### src/design/wmwe_pkg.sv
`timescale 1ns / 1ps

package wmwe_pkg;

  // Field widths
  localparam int SPEED_W     = 16;
  localparam int WEIGHT_W    = 16;
  localparam int EFFORT_W    = 48;
  localparam int COUNT_W     = 3;
  localparam int CFG_IDX_W   = 3;
  localparam int CFG_DATA_W  = 16;
  localparam int NUM_WEIGHTS = 6;
  localparam int WSEL_W      = 3;

  // Multiplier widths: magnitude squared, then times the weight
  localparam int SQ_W   = 2 * SPEED_W - 1;
  localparam int PROD_W = SQ_W + WEIGHT_W;
  // Product is Q.28, the effort is Q.32
  localparam int FRAC_SHIFT = 4;

  // Default parameter values
  localparam int WINDOW_DEPTH_DEF = 16;
  localparam int MAX_SPEEDS_DEF   = 6;

  // Reset values of the registers
  localparam logic [COUNT_W-1:0]  COUNT_RESET  = 3'd6;
  localparam logic [WEIGHT_W-1:0] WEIGHT_RESET = 16'd683;
  localparam logic [EFFORT_W-1:0] EFFORT_MAX   = {EFFORT_W{1'b1}};

  // Register indexes
  localparam logic [CFG_IDX_W-1:0] REG_VALUE_COUNT = 3'd0;
  localparam logic [CFG_IDX_W-1:0] REG_WEIGHT_0    = 3'd1;
  localparam logic [CFG_IDX_W-1:0] REG_WEIGHT_5    = 3'd6;

  // Data handed along the cell chain
  typedef struct packed {
    logic [EFFORT_W-1:0] effort;
    logic [EFFORT_W-1:0] peak;
  } link_t;

  typedef enum logic [2:0] {
    ST_IDLE,
    ST_SQR,
    ST_WGT,
    ST_ACC,
    ST_SCAN,
    ST_LOAD
  } state_t;

endpackage

### src/design/wmwe_term.sv
`timescale 1ns / 1ps

module wmwe_term (
  input  logic                          clk,
  input  logic [wmwe_pkg::SPEED_W-1:0]  mag,
  input  logic [wmwe_pkg::WEIGHT_W-1:0] weight,
  output logic [wmwe_pkg::EFFORT_W-1:0] term
);

  localparam int SAT_LO = wmwe_pkg::EFFORT_W - wmwe_pkg::FRAC_SHIFT;

  logic [wmwe_pkg::SQ_W-1:0]   sq_r, sq_nxt;
  logic [wmwe_pkg::PROD_W-1:0] prod_r, prod_nxt;
  logic [2*wmwe_pkg::SPEED_W-1:0] sq_full;

  // Square the magnitude, then weight it, one multiplier per stage
  always_comb begin
    sq_full  = mag * mag;
    sq_nxt   = sq_full[wmwe_pkg::SQ_W-1:0];
    prod_nxt = sq_r * weight;
  end

  always_ff @(posedge clk) begin
    sq_r   <= sq_nxt;
    prod_r <= prod_nxt;
  end

  // Move to Q.32 and clamp anything beyond the effort range
  always_comb begin
    if (prod_r[wmwe_pkg::PROD_W-1:SAT_LO] != '0) begin
      term = wmwe_pkg::EFFORT_MAX;
    end else begin
      term = {prod_r[SAT_LO-1:0], {wmwe_pkg::FRAC_SHIFT{1'b0}}};
    end
  end

endmodule

### config.mk
export PLATFORM = sky130hd
export DESIGN_NAME = wmwe_term
export DESIGN_NICKNAME = d
export VERILOG_FILES = /design/src/design/wmwe_pkg.sv /design/src/design/wmwe_term.sv
export SDC_FILE = /design/constraint.sdc
export NUM_CORES = 2
export LEC_CHECK = 0
export BUFFER_PORTS_ARGS = -buffer_cell sky130_fd_sc_hd__buf_2
export CORE_MARGIN = 2
export CORE_UTILIZATION = 50
export DETAILED_ROUTE_END_ITERATION = 8
export GPL_ROUTABILITY_DRIVEN = 0
export PLACE_DENSITY_LB_ADDON = 0.08
export SYNTH_ARGS = -nofsm -noshare
export SYNTH_HDL_FRONTEND = slang
export SYNTH_SLANG_ARGS = --single-unit
### constraint.sdc
create_clock -name clk -period 20.8 [get_ports clk]
set_clock_uncertainty 0.1 [all_clocks]
set_input_delay 3.12 -clock clk [delete_from_list [all_inputs] [get_ports clk]]
set_output_delay 3.12 -clock clk [all_outputs]
set_load 0.03 [all_outputs]
==> run metrics <==
die width 225 um; CP Launch Point weight[7]; clock latency at the later pin of the worst-skew pair between 0.3 and 0.4 ns; Routed Antenna Nets 0; YS warnings 0; # H-tree levels 3; post-cts resize count 0; final-report hold violation count 0; total track usage between 20% and 30%; CTS tree done; Max Slew Vio Count 0; CTS root buf clkbuf_16; clock sinks 77; EDFF count, synth 0; most used cell along the critical path fa_1; share of layout cells above drive strength 1 between 4 and 5%; vias in the first global route between 15,000 and 20,000; WP data arrival between 9 and 10 ns; vias post-DR between 15,000 and 20,000; CP Capture Type flip-flop; DRT Pass-1 Iters 5; Chip Height around 230 um; outcome finished, final reports clean; R2R Setup Slk between 10 and 15 ns; CP Max Fanout 30; Max Freq between 100 and 150 MHz; area occupied by multi-input gates 20,000 sq um; Worst path depth 21; Tmin final 9.48 ns; family with the most delay on the worst path adder cells; nets around 3,500; CP Launch Type input port; Syn Inst Count roughly 2,700; DPL Wire Length 49,100 um; Reg clk slew, reported paths around 0.070 ns; CTS Buffer Depth 2; worst stage delay on the critical path just under 0.6 ns; post-synth cell types 64; area grow syn2layout 4.37%; drt drc 0; worst endpoint required time roughly 21 ns; CTS Buf Count 9; Routed WL per cell roughly 19 um; pre-CTS setup slack 10.92 ns; Reg-to-Reg Start sq_r[18]; largest net degree at the start of global routing 46; RSZ-0062 raised after global routing no; synthesized flop and latch total 77; hold path startpoint sq_r[0]; maxcap violations 0; register area between 1500 and 2000 sq um; fin crit share 45.6%; final setup margin around 11 ns; most used flip-flop cell after synthesis dfxtp_1; Top Ports 81; Max stage delay cell, worst path fa_1; crit-path cells buf_2 -> nand2_1 -> fa_1 -> inv_1 -> fa_1 -> fa_1 -> fa_1 -> fa_1 -> inv_1 -> fa_1 -> inv_1 -> ha_1 -> nand4_1 -> or3_1 -> nor3_1 -> nor3_2 -> o221ai_1 -> a21oi_1 -> o311ai_1 -> o211ai_1 -> xnor2_1; Synth async-reset ratio 0%; critical path type input port to flip-flop; die area around 51,000 sq um; Cell Rows between 80 and 90; sequential area share after synthesis 6.29%; setup tns final 0 ns; total grt overflow 0; initial antenna violation count 0; Syn Area/Cell between 8 and 9 sq um; Worst-Margin Slew between 0.9 and 1 ns; Worst R2R End prod_r[44]; first-pass GRT wire length between 100,000 and 150,000 um; Min Hold Slack between 0.7 and 0.8 ns; # hold bufs at CTS 0; CORE AREA 48,600 sq um; Critical Path End prod_r[43]; Post-Syn Area 24,500 sq um; Port Buffers 80; WP buf/inv 4; max_slew headroom between 30 and 40%; Starting Density 50.4%; Hold Path Depth 1; reg2reg path depth 20; Hold Crit Class flip-flop to flip-flop; drt total wl between 60,000 and 70,000 um; 1st-iter DRT viols ~1,000; setup repair bufs after CTS 0; Fillers 4,587; via/cell ratio 5.24; final setup violation count 0
worst min path at each step:
stage | end | slack (ns)
floorplan | prod_r[0] | 0.40
global placement | prod_r[1] | 0.78
detailed placement | prod_r[1] | 0.77
CTS | prod_r[0] | 0.77
global route | prod_r[0] | 0.80
finish | prod_r[0] | 0.78
layout make-up:
| type | count | area share, % |
|---|---|---|
| Antenna cell | 2 | 0.0196 |
| Multi-Input combinational cell | 1884 | 78.4 |
| Inverter | 665 | 9.76 |
| Clock inverter | 7 | 0.250 |
| Timing Repair Buffer | 82 | 1.62 |
| Sequential cell | 77 | 6.03 |
| Tap cell | 622 | 3.04 |
| Clock buffer | 9 | 0.881 |
Yosys cell counts (3+ instances only):
master      n  area, sq um
a211oi_1    9         67.6
nor3_1     17         85.1
or3_1       3         18.8
nor2b_1    10         62.6
buf_4       3         22.5
o21ai_1     8         40.0
a21o_1     25          188
o21bai_1   12         90.1
clkbuf_1  110          413
a21oi_1    65          325
o211ai_1    3         22.5
fa_1      561        11200
inv_1     665         2500
and2_1    251         1570
dfxtp_1    77         1540
o31a_1      3         26.3
and4_1      7         61.3
xor2_1     25          219
and3_1      9         56.3
nand2_1   374         1400
ha_1      220         2750
nand4_1    12         75.1
nand2b_1   47          294
o21a_1      5         37.5
xnor2_1    52          455
nand3_1    13         65.1
a221o_1     3         30.0
o21ai_0    30          150
nor2_1     63          236
or2_2       7         43.8
stage by stage:
| stage | instance area (sq um) | utilization (%) | std cells |
|---|---|---|---|
| floorplan | 24500 | - | 2741 |
| global placement | 25300 | 52.0 | 3330 |
| detailed placement | 25300 | 52.0 | 3330 |
| CTS | 25600 | 52.5 | 3346 |
| global route | 25600 | 52.5 | 3346 |
| finish | 25600 | 52.6 | 3348 |
kinds of logic after synthesis:
| family | synth area share (%) |
|---|---|
| simple gates | 16.5 |
| fa+ha+maj | 57.1 |
| buf+inv | 12.0 |
| compound gates | 5.24 |
| xor+xnor | 2.75 |
| flops | 6.29 |
| mux | 0.128 |
| other cells | 0.0307 |
sequential cells by signal, indices dropped and copies added (netlist names):
signal	count
sq_r	30
prod_r	47
placed cells by master (no fill, tap or decap), drive strengths merged, types with 5 or more instances in the layout:
cell type,count
a211oi,10
a21o,25
a21oi,66
and2,251
and3,9
and4,7
buf,82
clkbuf,9
conb,8
dfxtp,77
fa,561
ha,220
inv,669
nand2,374
nand2b,47
nand3,13
nand4,12
nor2,63
nor2b,10
nor3,19
o21a,5
o21ai,39
o21bai,12
or2,7
xnor2,52
xor2,25
per-layer routing:
metal | global-route usage (%) | share of wire [%] | up-vias
met2 | 44.2 | 48 | 411
met3 | 5.53 | 5.9 | 61
met1 | 35.0 | 44 | 9060
li1 | - | - | 7995
met5 | 0 | 0 | -
met4 | 5.36 | 1.8 | 0
Power is not shown: default switching activity piles up to over one toggle a cycle in this logic, so the estimate is an artifact.
