[config.mk]
export PLATFORM = sky130hd
export DESIGN_NAME = wmwe_cell
export DESIGN_NICKNAME = d
export VERILOG_FILES = /design/src/design/wmwe_pkg.sv /design/src/design/wmwe_cell.sv
export SDC_FILE = /design/constraint.sdc
export NUM_CORES = 1
export LEC_CHECK = 0
export BUFFER_PORTS_ARGS = -buffer_cell sky130_fd_sc_hd__buf_4
export CELL_PAD_IN_SITES_DETAIL_PLACEMENT = 1
export CELL_PAD_IN_SITES_GLOBAL_PLACEMENT = 2
export CORE_MARGIN = 2
export CORE_UTILIZATION = 28
export CTS_CLUSTER_DIAMETER = 200
export DETAILED_ROUTE_END_ITERATION = 10
export GPL_ROUTABILITY_DRIVEN = 0
export PLACE_DENSITY = 0.78
export RECOVER_POWER = 50
export SLEW_MARGIN = 5
export SYNTH_ARGS = -nofsm -noshare
export SYNTH_HDL_FRONTEND = slang
export SYNTH_SLANG_ARGS = --single-unit
[constraint.sdc]
create_clock -name clk -period 3.2 [get_ports clk]
set_input_delay 0.48 -clock clk [delete_from_list [all_inputs] [get_ports clk]]
set_output_delay 0.48 -clock clk [all_outputs]
set_load 0.05 [all_outputs]
[src/design/wmwe_pkg.sv]
`timescale 1ns / 1ps

package wmwe_pkg;

  // Field widths
  localparam int SPEED_W     = 16;
  localparam int WEIGHT_W    = 16;
  localparam int EFFORT_W    = 48;
  localparam int COUNT_W     = 3;
  localparam int CFG_IDX_W   = 3;
  localparam int CFG_DATA_W  = 16;
  localparam int NUM_WEIGHTS = 6;
  localparam int WSEL_W      = 3;

  // Multiplier widths: magnitude squared, then times the weight
  localparam int SQ_W   = 2 * SPEED_W - 1;
  localparam int PROD_W = SQ_W + WEIGHT_W;
  // Product is Q.28, the effort is Q.32
  localparam int FRAC_SHIFT = 4;

  // Default parameter values
  localparam int WINDOW_DEPTH_DEF = 16;
  localparam int MAX_SPEEDS_DEF   = 6;

  // Reset values of the registers
  localparam logic [COUNT_W-1:0]  COUNT_RESET  = 3'd6;
  localparam logic [WEIGHT_W-1:0] WEIGHT_RESET = 16'd683;
  localparam logic [EFFORT_W-1:0] EFFORT_MAX   = {EFFORT_W{1'b1}};

  // Register indexes
  localparam logic [CFG_IDX_W-1:0] REG_VALUE_COUNT = 3'd0;
  localparam logic [CFG_IDX_W-1:0] REG_WEIGHT_0    = 3'd1;
  localparam logic [CFG_IDX_W-1:0] REG_WEIGHT_5    = 3'd6;

  // Data handed along the cell chain
  typedef struct packed {
    logic [EFFORT_W-1:0] effort;
    logic [EFFORT_W-1:0] peak;
  } link_t;

  typedef enum logic [2:0] {
    ST_IDLE,
    ST_SQR,
    ST_WGT,
    ST_ACC,
    ST_SCAN,
    ST_LOAD
  } state_t;

endpackage

[src/design/wmwe_cell.sv]
`timescale 1ns / 1ps

module wmwe_cell (
  input  logic            clk,
  input  logic            rst_n,
  input  logic            shift_en,
  input  wmwe_pkg::link_t link_i,
  output wmwe_pkg::link_t link_o
);

  logic [wmwe_pkg::EFFORT_W-1:0] effort_r, effort_nxt;
  logic [wmwe_pkg::EFFORT_W-1:0] peak_r, peak_nxt;

  // Take the neighbour's effort on a shift, fold own effort into the running peak
  always_comb begin
    effort_nxt = shift_en ? link_i.effort : effort_r;
    peak_nxt   = (effort_r > link_i.peak) ? effort_r : link_i.peak;
  end

  always_ff @(posedge clk) begin
    if (!rst_n) begin
      effort_r <= '0;
      peak_r   <= '0;
    end else begin
      effort_r <= effort_nxt;
      peak_r   <= peak_nxt;
    end
  end

  assign link_o.effort = effort_r;
  assign link_o.peak   = peak_r;

endmodule

==> parameters.txt, run 1 <==
Parameter                              Value

Critical path
  Worst Path Required ... between 3 and 4 ns
  Type of destination of the critical path ... flip-flop
  Worst Setup Start Kind ... flip-flop
  Critical setup path kind ... flip-flop to flip-flop
  Critical-path maximum fanout ... 37
  Critical Path Source ... effort_r[47]$_SDFFE_PN0P_
  Sequence of cells on the critical path ... ha_1, nand4_1, nor4_1, nand3_1, a31oi_1, a21oi_1, a21oi_4, buf_12, mux2i_1
  Arrival time reported for the critical path endpoint ... about 3 ns
  Combined buffer and inverter count along the critical path ... 1
  Slowest library cell on the worst path ... sky130_fd_sc_hd__nor4_1
  Launch instance of the worst register-to-register path ... effort_r[47]$_SDFFE_PN0P_
  Largest stage delay, worst path ... a little over 0.5 ns
  CP top delay family ... simple AND/OR/NAND/NOR gates

Clock network
  Number of clock sinks seen by CTS ... between 90 and 100
  Root buffer cell ... sky130_fd_sc_hd__clkbuf_16
  TritonCTS clock tree ... yes
  H-tree depth ... 3
  Clock slew seen by the registers of the worst setup and hold paths ... approximately 0.070 ns
  Setup Buffers After CTS ... 0
  Post-cts sizing count ... 0
  Number of buffers created by CTS ... 9
  Post-CTS Hold Buffers ... 0
  Maximum buffer depth of the clock tree ... 2
  Insertion delay of the later-clocked pin in the worst-skew pair ... ~0.35 ns

Synth
  Avg Cell Area, Syn ... approximately 9.1 sq um
  Number of warnings issued by yosys ... 0
  Post-synth design cell area ... a little under 5000 sq um
  Number of standard cells after synthesis ... around 530
  Seq/Total Area, Yosys ... between 30% and 40%
  Post-Synthesis Net Count ... 679
  Post-synth cell types ... 27
  Number of storage elements in the synthesis netlist ... 96

Die
  Boundary pin count ... between 150 and 200
  Die Width ... ~140 um
  Placeable Area ... 17100 sq um
  Standard-cell rows ... 48
  Height of the chip ... between 100 and 150 um
  Starting density of the core ... roughly 28%
  Area of the die ... about 18000 sq um

Route
  Total iterations of the first detailed-routing run ... 4
  Remaining design rule violation count ... 0
  Wire per inst ... 15.1 um
  DR vias ... ~4300
  Antenna violation net count after detailed routing ... 0
  Final WL ... 14300 um
  Initial DRC Count ... 78
  Average vias per placed instance ... ~4.5

Layout
  Antenna fix cells ... 0
  Growth of design area from synthesis to finish ... 36.9%
  Number of nets in the final layout ... about 860
  Layout fillers ... around 2100
  Final Util ... between 30% and 40%
  Layout cells sized above 1 ... a little under a quarter

STA
  Fin Setup TNS ... 0 ns
  Final setup vio count ... 0
  Total count of hold-check failures in the final report ... 0
  Worst-Margin Slew ... 1.75 ns
  Fmax achieved ... 372 MHz
  Worst hold slack ... around 0.39 ns
  Final period util ... about 84%
  Minimum period implied by the final worst setup slack ... around 2.7 ns
  Final number of max-transition violations ... 49
  Clock skew after layout ... 0.00459 ns
  Setup WS post-layout ... a little over 0.5 ns
  Setup repair after global routing missed its margin ... false
  Worst slew margin relative to its limit ... -17.0%

Power
  Internal Power ... ~2.2 mW
  Combinational share of power ... 24.5%
  Overall power of the completed layout ... about 3.2 mW
  Static leakage power ... 3.16 nW
  Maximum ir drop on the vdd rail ... between 0.2 and 0.25 mV
  Proportion of total power due to net switching ... a little under a third
  Net switching component of the power ... 1.01 mW
  Share of total power in the clock network ... 33.5%
  Power density over the cells ... between 400 and 500 nW/um^2
  Sequential share of power ... a little over two fifths

Global route
  Number of antenna violations at the first check in global routing ... 0
  Number of global-route vias before repair ... roughly 4400
  Sum of overflow across all layers after global routing ... 0
  Overall Global Routing Usage ... 15.4%
  Maximum number of pins on one net before global-route repair ... 85
  Global-route wire length before repair ... roughly 22000 um

Placed design
  Minimum setup slack after placement ... around 0.23 ns
  Port bufs ... 194
  Estimated wirelength of the detail-placed design ... 10900 um

Outcome
  Outcome ... finished, violations left
  Violated checks ... max-capacitance violations, max-slew violations

Min path
  Worst hold start ... link_i[45]
  Class of the tightest hold or removal check ... primary input to flip-flop

Flow run
  Total of max-cap violations ... 1
[routing by layer]
metal	part of all wire [%]	vias up	routed length, um	track usage [%]
li1	-	2133	-	-
met1	43	1999	6200	18.8
met2	48	110	6910	26.1
met3	6.2	14	878	3.52
met4	1.9	0	267	6.13
met5	0	-	0	0
[power groups by stage]
stage	Combinational (mW)	Clock [mW]	Sequential, mW
6_report	0.774	1.06	1.33
5_1_grt	0.834	1.15	1.34
4_1_cts	0.818	1.10	1.33
3_5_place_dp	0.816	0	1.36
3_3_place_gp	0.797	0	1.36
2_1_floorplan	0.254	0	1.61
[stage by stage]
stage          instance area, sq um  instances
3_3_place_gp                   6550        930
3_5_place_dp                   6550        930
2_1_floorplan                  4860        532
6_report                       6650        946
4_1_cts                        6830        946
5_1_grt                        6650        946
[flip-flops by register name, summed over array words and instances, names as in the netlist]
name	cells
peak_r	48
effort_r	48
[layout by cell type, fill, tap and decap left out, drive strengths merged, types with 2 or more instances in the layout]
master	n
o211ai	2
nand2	106
buf	151
nor3	3
nand3	5
dfxtp	96
inv	48
clkbuf	61
a21oi	19
ha	48
a21o	3
a221o	2
nand4	8
nor4	4
mux2i	96
nor2	4
clkinv	3
a211oi	3
nor2b	49
o21ai	3
[final timing paths]
path | endpoint | slack (ns) | cells after the start
setup reg to reg | peak_r[28]$_SDFF_PN0_ | 0.51 | 9
hold reg to reg | peak_r[14]$_SDFF_PN0_ | 0.51 | 2
hold / removal | peak_r[45]$_SDFF_PN0_ | 0.39 | 3
setup / recovery | peak_r[28]$_SDFF_PN0_ | 0.51 | 9
[Yosys cell counts]
master,instances,area share [%]
sky130_fd_sc_hd__a21oi_1,19,2.0
sky130_fd_sc_hd__a31oi_1,1,0.13
sky130_fd_sc_hd__nor4_1,4,0.51
sky130_fd_sc_hd__dfxtp_1,96,40
sky130_fd_sc_hd__o41ai_1,1,0.18
sky130_fd_sc_hd__a211oi_1,3,0.46
sky130_fd_sc_hd__nor2b_1,49,6.3
sky130_fd_sc_hd__o211ai_1,2,0.31
sky130_fd_sc_hd__nand3_1,5,0.51
sky130_fd_sc_hd__a22oi_1,1,0.15
sky130_fd_sc_hd__buf_6,3,0.70
sky130_fd_sc_hd__a21o_1,3,0.46
sky130_fd_sc_hd__and3_1,1,0.13
sky130_fd_sc_hd__a221o_1,2,0.41
sky130_fd_sc_hd__ha_1,48,12
sky130_fd_sc_hd__inv_1,48,3.7
sky130_fd_sc_hd__and4_1,1,0.18
sky130_fd_sc_hd__nand2_1,106,8.2
sky130_fd_sc_hd__buf_1,3,0.23
sky130_fd_sc_hd__o21ai_0,3,0.31
sky130_fd_sc_hd__mux2i_1,96,20
sky130_fd_sc_hd__clkbuf_1,19,1.5
sky130_fd_sc_hd__buf_2,2,0.21
sky130_fd_sc_hd__nand4_1,8,1.0
sky130_fd_sc_hd__nor2_1,4,0.31
sky130_fd_sc_hd__nor3_1,3,0.31
sky130_fd_sc_hd__a21boi_0,1,0.15
[cells by family after synthesis]
logic type	after synthesis	synth area share, %
buffers and inverters	75	6.31
muxes	96	19.8
DFF	96	39.5
AOI/OAI and AO/OA	36	4.53
adders and majority gates	48	12.4
and+or+nand+nor	181	17.5
[tightest hold or removal path, delay by kind of cell]
kind          cells  cell delay (ns)
buf+inv           1             0.11
mux               1             0.05
simple gates      1             0.05
[layout make-up]
type	instances	area [sq um]	area share (%)
inverters	48	180	2.71
multi-input cells	361	2640	39.7
flip-flops and latches	96	1920	28.9
well taps	225	282	4.23
clock buffers	12	236	3.56
repair buffers	200	1340	20.2
clock inverters	4	45.0	0.677
Power figures use the tool's default switching activity.
==> run 2: changes to the inputs <==
- ABC_AREA: unset -> 1
- CORE_UTILIZATION: 28 -> 24
- PLACE_DENSITY: 0.78 -> 0.74
- clock period: 3.2 -> 2.4 ns (I/O delays scaled with it)
==> run 2 against run 1 <==
The flow now finishes without violations. Die area up 23%. Area after synthesis up 5.9%. Clock power up 33%. Largest power group unchanged. Highest routed layer unchanged.
==> parameters.txt, run 2 <==
Parameter                              Value

Die
  Standard-cell rows ... 53
  Height of the chip ... about 150 um
  Starting density of the core ... 24.5%
  Placeable Area ... roughly 21000 sq um
  Area of the die ... 22600 sq um
  Boundary pin count ... 195
  Die Width ... ~150 um

Route
  Remaining design rule violation count ... 0
  Initial DRC Count ... between 100 and 150
  Average vias per placed instance ... about 4.4
  Total iterations of the first detailed-routing run ... 4
  Final WL ... ~16000 um
  Wire per inst ... approximately 14 um
  Antenna violation net count after detailed routing ... 0
  DR vias ... about 5000

Synth
  Area fraction in compound gates after synthesis ... between 10% and 20%
  Synth top area share ... between 30% and 40%
  Leading cell type by number of instances after synthesis ... sky130_fd_sc_hd__inv_1
  Synth Area in XOR/XNOR ... 0%
  Avg Cell Area, Syn ... between 7 and 8 sq um
  Post-Synthesis Net Count ... 837
  Post-synth cell types ... 23
  Synthesized-area fraction occupied by and/or/nand/nor cells ... 18.0%
  Fraction of synthesis flops using an asynchronous set or reset pin ... 0%
  Number of warnings issued by yosys ... 0
  Largest family of logic cells by synthesized area ... compound AO/OA/AOI/OAI gates
  Dominant cells by area after synthesis ... sky130_fd_sc_hd__dfxtp_1, sky130_fd_sc_hd__ha_1, sky130_fd_sc_hd__inv_1, sky130_fd_sc_hd__nand2_1, sky130_fd_sc_hd__a21oi_1
  Post-synth design cell area ... between 5000 and 6000 sq um
  Area share of fa/ha/maj cells after synthesis ... a little under an eighth
  Number of standard cells after synthesis ... 690
  Seq/Total Area, Yosys ... a little under two fifths
  Commonest cells in the synthesized netlist ... sky130_fd_sc_hd__inv_1, sky130_fd_sc_hd__nand2_1, sky130_fd_sc_hd__dfxtp_1
  Mux contribution to synthesized area ... 0%
  Number of storage elements in the synthesis netlist ... between 90 and 100
  Prevailing post-synth register cell ... sky130_fd_sc_hd__dfxtp_1
  Number of enable flip-flop cells after synthesis ... 0
  Largest area contributor in the synthesized netlist ... sky130_fd_sc_hd__dfxtp_1

STA
  Worst slew margin relative to its limit ... 25.3%
  Final number of max-transition violations ... 0
  Final period util ... between 80% and 90%
  Total count of hold-check failures in the final report ... 0
  Fin Setup TNS ... 0 ns
  Final setup vio count ... 0
  Fmax achieved ... ~480 MHz
  Worst-Margin Slew ... between 1 and 1.5 ns
  Clock skew after layout ... between 0.009 and 0.01 ns
  Minimum period implied by the final worst setup slack ... 2.10 ns
  Setup repair after global routing missed its margin ... false

Clock network
  Root buffer cell ... sky130_fd_sc_hd__clkbuf_16
  Clock slew seen by the registers of the worst setup and hold paths ... about 0.070 ns
  Setup Buffers After CTS ... 0
  Post-cts sizing count ... 0
  Maximum buffer depth of the clock tree ... 2
  Post-CTS Hold Buffers ... 0
  Insertion delay of the later-clocked pin in the worst-skew pair ... 0.35 ns
  H-tree depth ... 3
  Number of buffers created by CTS ... 9
  TritonCTS clock tree ... yes
  Number of clock sinks seen by CTS ... 96

Global route
  Maximum number of pins on one net before global-route repair ... between 50 and 60
  Overall Global Routing Usage ... 14.2%
  Number of global-route vias before repair ... 5168
  Sum of overflow across all layers after global routing ... 0
  Number of antenna violations at the first check in global routing ... 0
  Global-route wire length before repair ... about 25000 um

Min path
  Capture endpoint of the worst hold path ... peak_r[33]$_SDFF_PN0_
  Class of the tightest hold or removal check ... primary input to flip-flop
  Cell depth of the worst min-delay path ... 3
  Worst hold start ... link_i[33]

Critical path
  Largest stage delay, worst path ... 0.34 ns
  Register-to-register path setup slack ... just under 0.3 ns
  Critical-path maximum fanout ... 50
  Type of destination of the critical path ... flip-flop
  Critical setup path kind ... flip-flop to flip-flop
  Arrival time reported for the critical path endpoint ... approximately 2.4 ns
  Sequence of cells on the critical path ... ha_1, nand2_1, inv_1, nand3_1, nor3_2, nand2_1, nor3_1, nand2_4, buf_12, nand3_1, nand2_1, nor2_1
  Cell seen most often among critical-path stages ... sky130_fd_sc_hd__nand2_1
  Worst Path Required ... 2.68 ns
  Slowest library cell on the worst path ... sky130_fd_sc_hd__dfxtp_1
  Endpoint of the worst register-to-register path ... peak_r[11]$_SDFF_PN0_
  Worst Setup Start Kind ... flip-flop
  Launch instance of the worst register-to-register path ... effort_r[27]$_SDFFE_PN0P_
  Cell count of the worst reg-to-reg path ... 12

Layout
  Growth of design area from synthesis to finish ... 35.5%
  Layout cells sized above 1 ... between 20% and 30%
  Most common library cell in the layout ignoring fill and taps ... sky130_fd_sc_hd__buf_4
  Final Util ... 33.2%
  Number of nets in the final layout ... slightly above 1000
  Most frequent cells in the layout ... sky130_fd_sc_hd__buf_4, sky130_fd_sc_hd__inv_1, sky130_fd_sc_hd__nand2_1
  Antenna fix cells ... 0
  Biggest regs ... effort_r (48), peak_r (48)

Power
  Internal Power ... roughly 3 mW
  Static leakage power ... ~3.5 nW
  Net switching component of the power ... approximately 1.7 mW
  Power density over the cells ... ~660 nW/um^2
  Maximum ir drop on the vdd rail ... 0.329 mV
  Sequential share of power ... between 30% and 40%
  Proportion of total power due to net switching ... between 30 and 40%
  Share of total power in the clock network ... between 30 and 40%
  Combinational share of power ... 30.4%

Flow run
  Total of max-cap violations ... 0

Outcome
  Outcome ... finished clean

Placed design
  Estimated wirelength of the detail-placed design ... roughly 12000 um
  Port bufs ... between 150 and 200
[run 2: cell count changes in the layout (fill, tap and decap cells not counted), moves of 5 or more]
| cell | before | now |
|---|---|---|
| sky130_fd_sc_hd__nor2b_1 | 49 | 0 |
| sky130_fd_sc_hd__buf_12 | 2 | 7 |
| sky130_fd_sc_hd__nand4_1 | 8 | 3 |
| sky130_fd_sc_hd__a21oi_2 | 0 | 40 |
| sky130_fd_sc_hd__a21oi_1 | 18 | 76 |
| sky130_fd_sc_hd__nand3_1 | 5 | 51 |
| sky130_fd_sc_hd__o21ai_0 | 3 | 51 |
| sky130_fd_sc_hd__inv_1 | 48 | 111 |
| sky130_fd_sc_hd__nor2_1 | 4 | 59 |
| sky130_fd_sc_hd__mux2i_1 | 96 | 0 |
[run 2: worst max-delay path by stage]
stage | startpoint | endpoint | slack, ns | depth (start not counted)
detailed placement | link_i[23] | peak_r[31]$_SDFF_PN0_ | 0.14 | 12
global placement | link_i[23] | peak_r[14]$_SDFF_PN0_ | 0.12 | 12
floorplan | effort_r[23]$_SDFFE_PN0P_ | peak_r[0]$_SDFF_PN0_ | 0.30 | 12
global route | effort_r[19]$_SDFFE_PN0P_ | peak_r[14]$_SDFF_PN0_ | 0.07 | 12
CTS | effort_r[23]$_SDFFE_PN0P_ | peak_r[21]$_SDFF_PN0_ | 0.26 | 10
finish | effort_r[27]$_SDFFE_PN0P_ | peak_r[11]$_SDFF_PN0_ | 0.30 | 12
[run 2: logic make-up after synthesis]
group | count (synthesis)
compound gates | 171
fa+ha+maj | 48
buf+inv | 152
flops | 96
simple gates | 223
[run 2: power by group through the flow]
stage | combinational (mW) | clock [mW] | sequential [mW]
6_report | 1.41 | 1.41 | 1.81
5_1_grt | 1.55 | 1.52 | 1.83
4_1_cts | 1.51 | 1.47 | 1.82
3_5_place_dp | 1.50 | 0 | 1.85
3_3_place_gp | 1.49 | 0 | 1.86
2_1_floorplan | 0.510 | 0 | 2.32
[run 2: metal layers]
layer  GRT usage, %  part of all wire [%]  up-vias
li1               -                     -     2565
met1           17.4                    45     2310
met2           24.4                    47      113
met3           3.45                   6.4       11
met4           4.67                   1.3        0
met5              0                     0        -
[run 2: stage by stage]
| step | instance area (sq um) | instances | power [mW] | hold WS [ns] | setup WS (ns) |
|---|---|---|---|---|---|
| finish | 6970 | 1146 | 4.63 | 0.238 | 0.296 |
| detailed placement | 6900 | 1131 | 3.36 | 0.492 | 0.140 |
| global route | 6970 | 1146 | 4.90 | 0.234 | 0.0747 |
| CTS | 7180 | 1146 | 4.80 | 0.224 | 0.265 |
| floorplan | 5150 | 690 | 2.83 | 0.484 | 0.302 |
| global placement | 6900 | 1131 | 3.35 | 0.489 | 0.119 |
[run 2: final cells by class]
| class | instances | area (sq um) |
|---|---|---|
| fillers | 2619 | 14000 |
| well taps | 275 | 344 |
| inverters | 112 | 420 |
| multi-input cells | 442 | 2560 |
| flip-flops and latches | 96 | 1920 |
| clock inverters | 4 | 30.0 |
| clock buffers | 11 | 253 |
| repair buffers | 206 | 1450 |
[run 2: worst max-delay path, delay by kind of cell (launching register included)]
family	cells	cell delay [ns]
and+or+nand+nor	9	1.09
adders and majority gates	1	0.30
DFF	1	0.34
buffers and inverters	2	0.28
==> run 3: changes to the inputs <==
- ABC_AREA: 1 -> 0
- CORE_UTILIZATION: 24 -> 25
- PLACE_DENSITY: 0.74 -> 0.73
- clock period: 2.4 -> 1.79 ns (I/O delays scaled with it)
==> run 3 against run 2 <==
The run now ends with negative setup slack left. Via count shrank 7.8%. Clock skew shrank 0.0013 ns. Combinational power grew 21%. Utilization grew 8.1 points. Critical endpoint is now peak_r[40]$_SDFF_PN0_.
==> parameters.txt, run 3 (synthesized netlist as in run 1, its figures left out) <==
Parameter                              Value

Die
  Placeable Area ... approximately 19000 sq um
  Die Width ... roughly 140 um
  Boundary pin count ... a little under 200
  Standard-cell rows ... 50
  Area of the die ... between 20000 and 25000 sq um
  Height of the chip ... between 100 and 150 um
  Starting density of the core ... 25.7%

STA
  Setup WS post-layout ... -0.626 ns
  Total count of hold-check failures in the final report ... 0
  Worst-Margin Slew ... 0.686 ns
  Final period util ... 135%
  Final setup vio count ... 48
  Final number of max-transition violations ... 0
  Fmax achieved ... 414 MHz
  Clock skew after layout ... 0.00849 ns
  Setup repair after global routing missed its margin ... true
  Worst slew margin relative to its limit ... between 50 and 60%
  Minimum period implied by the final worst setup slack ... ~2.4 ns
  Worst hold slack ... 0.169 ns

Global route
  Maximum number of pins on one net before global-route repair ... 145
  Number of global-route vias before repair ... 4911
  Number of antenna violations at the first check in global routing ... 0
  Sum of overflow across all layers after global routing ... 0
  Overall Global Routing Usage ... ~15%
  Global-route wire length before repair ... roughly 25000 um

Critical path
  Worst Path Required ... 2.06 ns
  Register-to-register path setup slack ... -0.63 ns
  Cell seen most often among critical-path stages ... sky130_fd_sc_hd__buf_12
  Critical setup path kind ... flip-flop to flip-flop
  Worst Setup Start Kind ... flip-flop
  Sequence of cells on the critical path ... ha_4, nand4_1, nor4_4, nand3_2, a31oi_4, a21oi_2, a21oi_4, buf_12, buf_12, mux2i_2
  CP top delay family ... simple AND/OR/NAND/NOR gates
  Type of destination of the critical path ... flip-flop
  Critical-path maximum fanout ... 10
  Largest stage delay, worst path ... a little under 0.4 ns
  Slowest library cell on the worst path ... sky130_fd_sc_hd__nor4_4
  Combined buffer and inverter count along the critical path ... 2
  Arrival time reported for the critical path endpoint ... between 2 and 3 ns

Outcome
  Outcome ... finished, violations left
  Violated checks ... negative setup slack

Route
  Remaining design rule violation count ... 0
  Initial DRC Count ... roughly 120
  Wire per inst ... approximately 15 um
  Antenna violation net count after detailed routing ... 0
  Average vias per placed instance ... 4.36
  Final WL ... 16300 um
  DR vias ... between 4000 and 5000
  Total iterations of the first detailed-routing run ... 4

Placed design
  Estimated wirelength of the detail-placed design ... 12100 um
  Port bufs ... between 150 and 200

Layout
  Number of nets in the final layout ... 940
  Layout fillers ... roughly 2200
  Biggest regs ... effort_r (48), peak_r (48)
  Growth of design area from synthesis to finish ... 60.5%
  Most common library cell in the layout ignoring fill and taps ... sky130_fd_sc_hd__buf_4
  Antenna fix cells ... 0
  Most frequent cells in the layout ... sky130_fd_sc_hd__buf_4, sky130_fd_sc_hd__nand2_1, sky130_fd_sc_hd__mux2i_1
  Final Util ... approximately two fifths
  Layout cells sized above 1 ... 41.6%

Clock network
  Root buffer cell ... sky130_fd_sc_hd__clkbuf_16
  Number of clock sinks seen by CTS ... 96
  Post-CTS Hold Buffers ... 0
  Number of buffers created by CTS ... 9
  TritonCTS clock tree ... yes
  Clock slew seen by the registers of the worst setup and hold paths ... roughly 0.07 ns
  H-tree depth ... 3
  Insertion delay of the later-clocked pin in the worst-skew pair ... around 0.35 ns
  Maximum buffer depth of the clock tree ... 2

Power
  Maximum ir drop on the vdd rail ... between 0.4 and 0.5 mV
  Power density over the cells ... approximately 800 nW/um^2
  Static leakage power ... roughly 3.7 nW

Min path
  Class of the tightest hold or removal check ... primary input to flip-flop

Flow run
  Total of max-cap violations ... 0
run 3: where the power goes:
| group | internal (mW) | switching [mW] | leakage [nW] |
|---|---|---|---|
| clock network | 1.30 | 0.892 | 0.165 |
| logic | 0.693 | 1.01 | 2.77 |
| registers | 2.28 | 0.0635 | 0.813 |
| total | 4.27 | 1.97 | 3.75 |
run 3: layout make-up:
| class | count | area, sq um | share of cell area, % |
|---|---|---|---|
| clock inverter | 5 | 78.8 | 1.01 |
| clock buffer | 11 | 253 | 3.24 |
| sequential | 96 | 1990 | 25.6 |
| tap | 260 | 325 | 4.17 |
| multi-input combinational | 361 | 2850 | 36.5 |
| timing repair buffer | 277 | 2120 | 27.2 |
| inverter | 48 | 180 | 2.31 |
run 3: path summary, 6_finish.rpt:
kind | from | endpoint | depth (start not counted)
setup reg to reg | effort_r[42]$_SDFFE_PN0P_ | peak_r[40]$_SDFF_PN0_ | 10
hold reg to reg | effort_r[0]$_SDFFE_PN0P_ | peak_r[0]$_SDFF_PN0_ | 3
setup / recovery | effort_r[42]$_SDFFE_PN0P_ | peak_r[40]$_SDFF_PN0_ | 10
hold / removal | link_i[69] | effort_r[21]$_SDFFE_PN0P_ | 3
run 3: metrics by stage:
step                power, mW  TNS [ns]  setup WS, ns  std cells  area [sq um]
finish                   6.24    -26.89        -0.626       1058          7800
global route             6.53    -35.13        -0.783       1058          7800
CTS                      6.36    -31.12        -0.714       1056          7860
detailed placement       4.06    -45.85        -0.995       1031          7260
global placement         4.03    -43.08        -0.927       1031          7260
floorplan                3.35    -20.29        -0.469        532          4990
run 3: worst reg2reg max path, delay by kind of cell (launching register included):
family,cells,cell delay (ns)
compound gates,3,0.41
fa+ha+maj,1,0.26
buf+inv,2,0.32
flops,1,0.34
mux,1,0.23
simple gates,3,0.78
run 3: timing repair:
item                                    CTS  global route
cloned                                    3             1
pin swaps                                 4             9
resized for setup                        20             9
buffers inserted                          6             2
endpoints found under the setup margin   48            48
run 3: metal layers:
layer	wire length (um)	GRT usage, %
met1	7220	18.8
met2	7900	27.1
met3	867	3.57
met4	277	4.80
met5	0	0
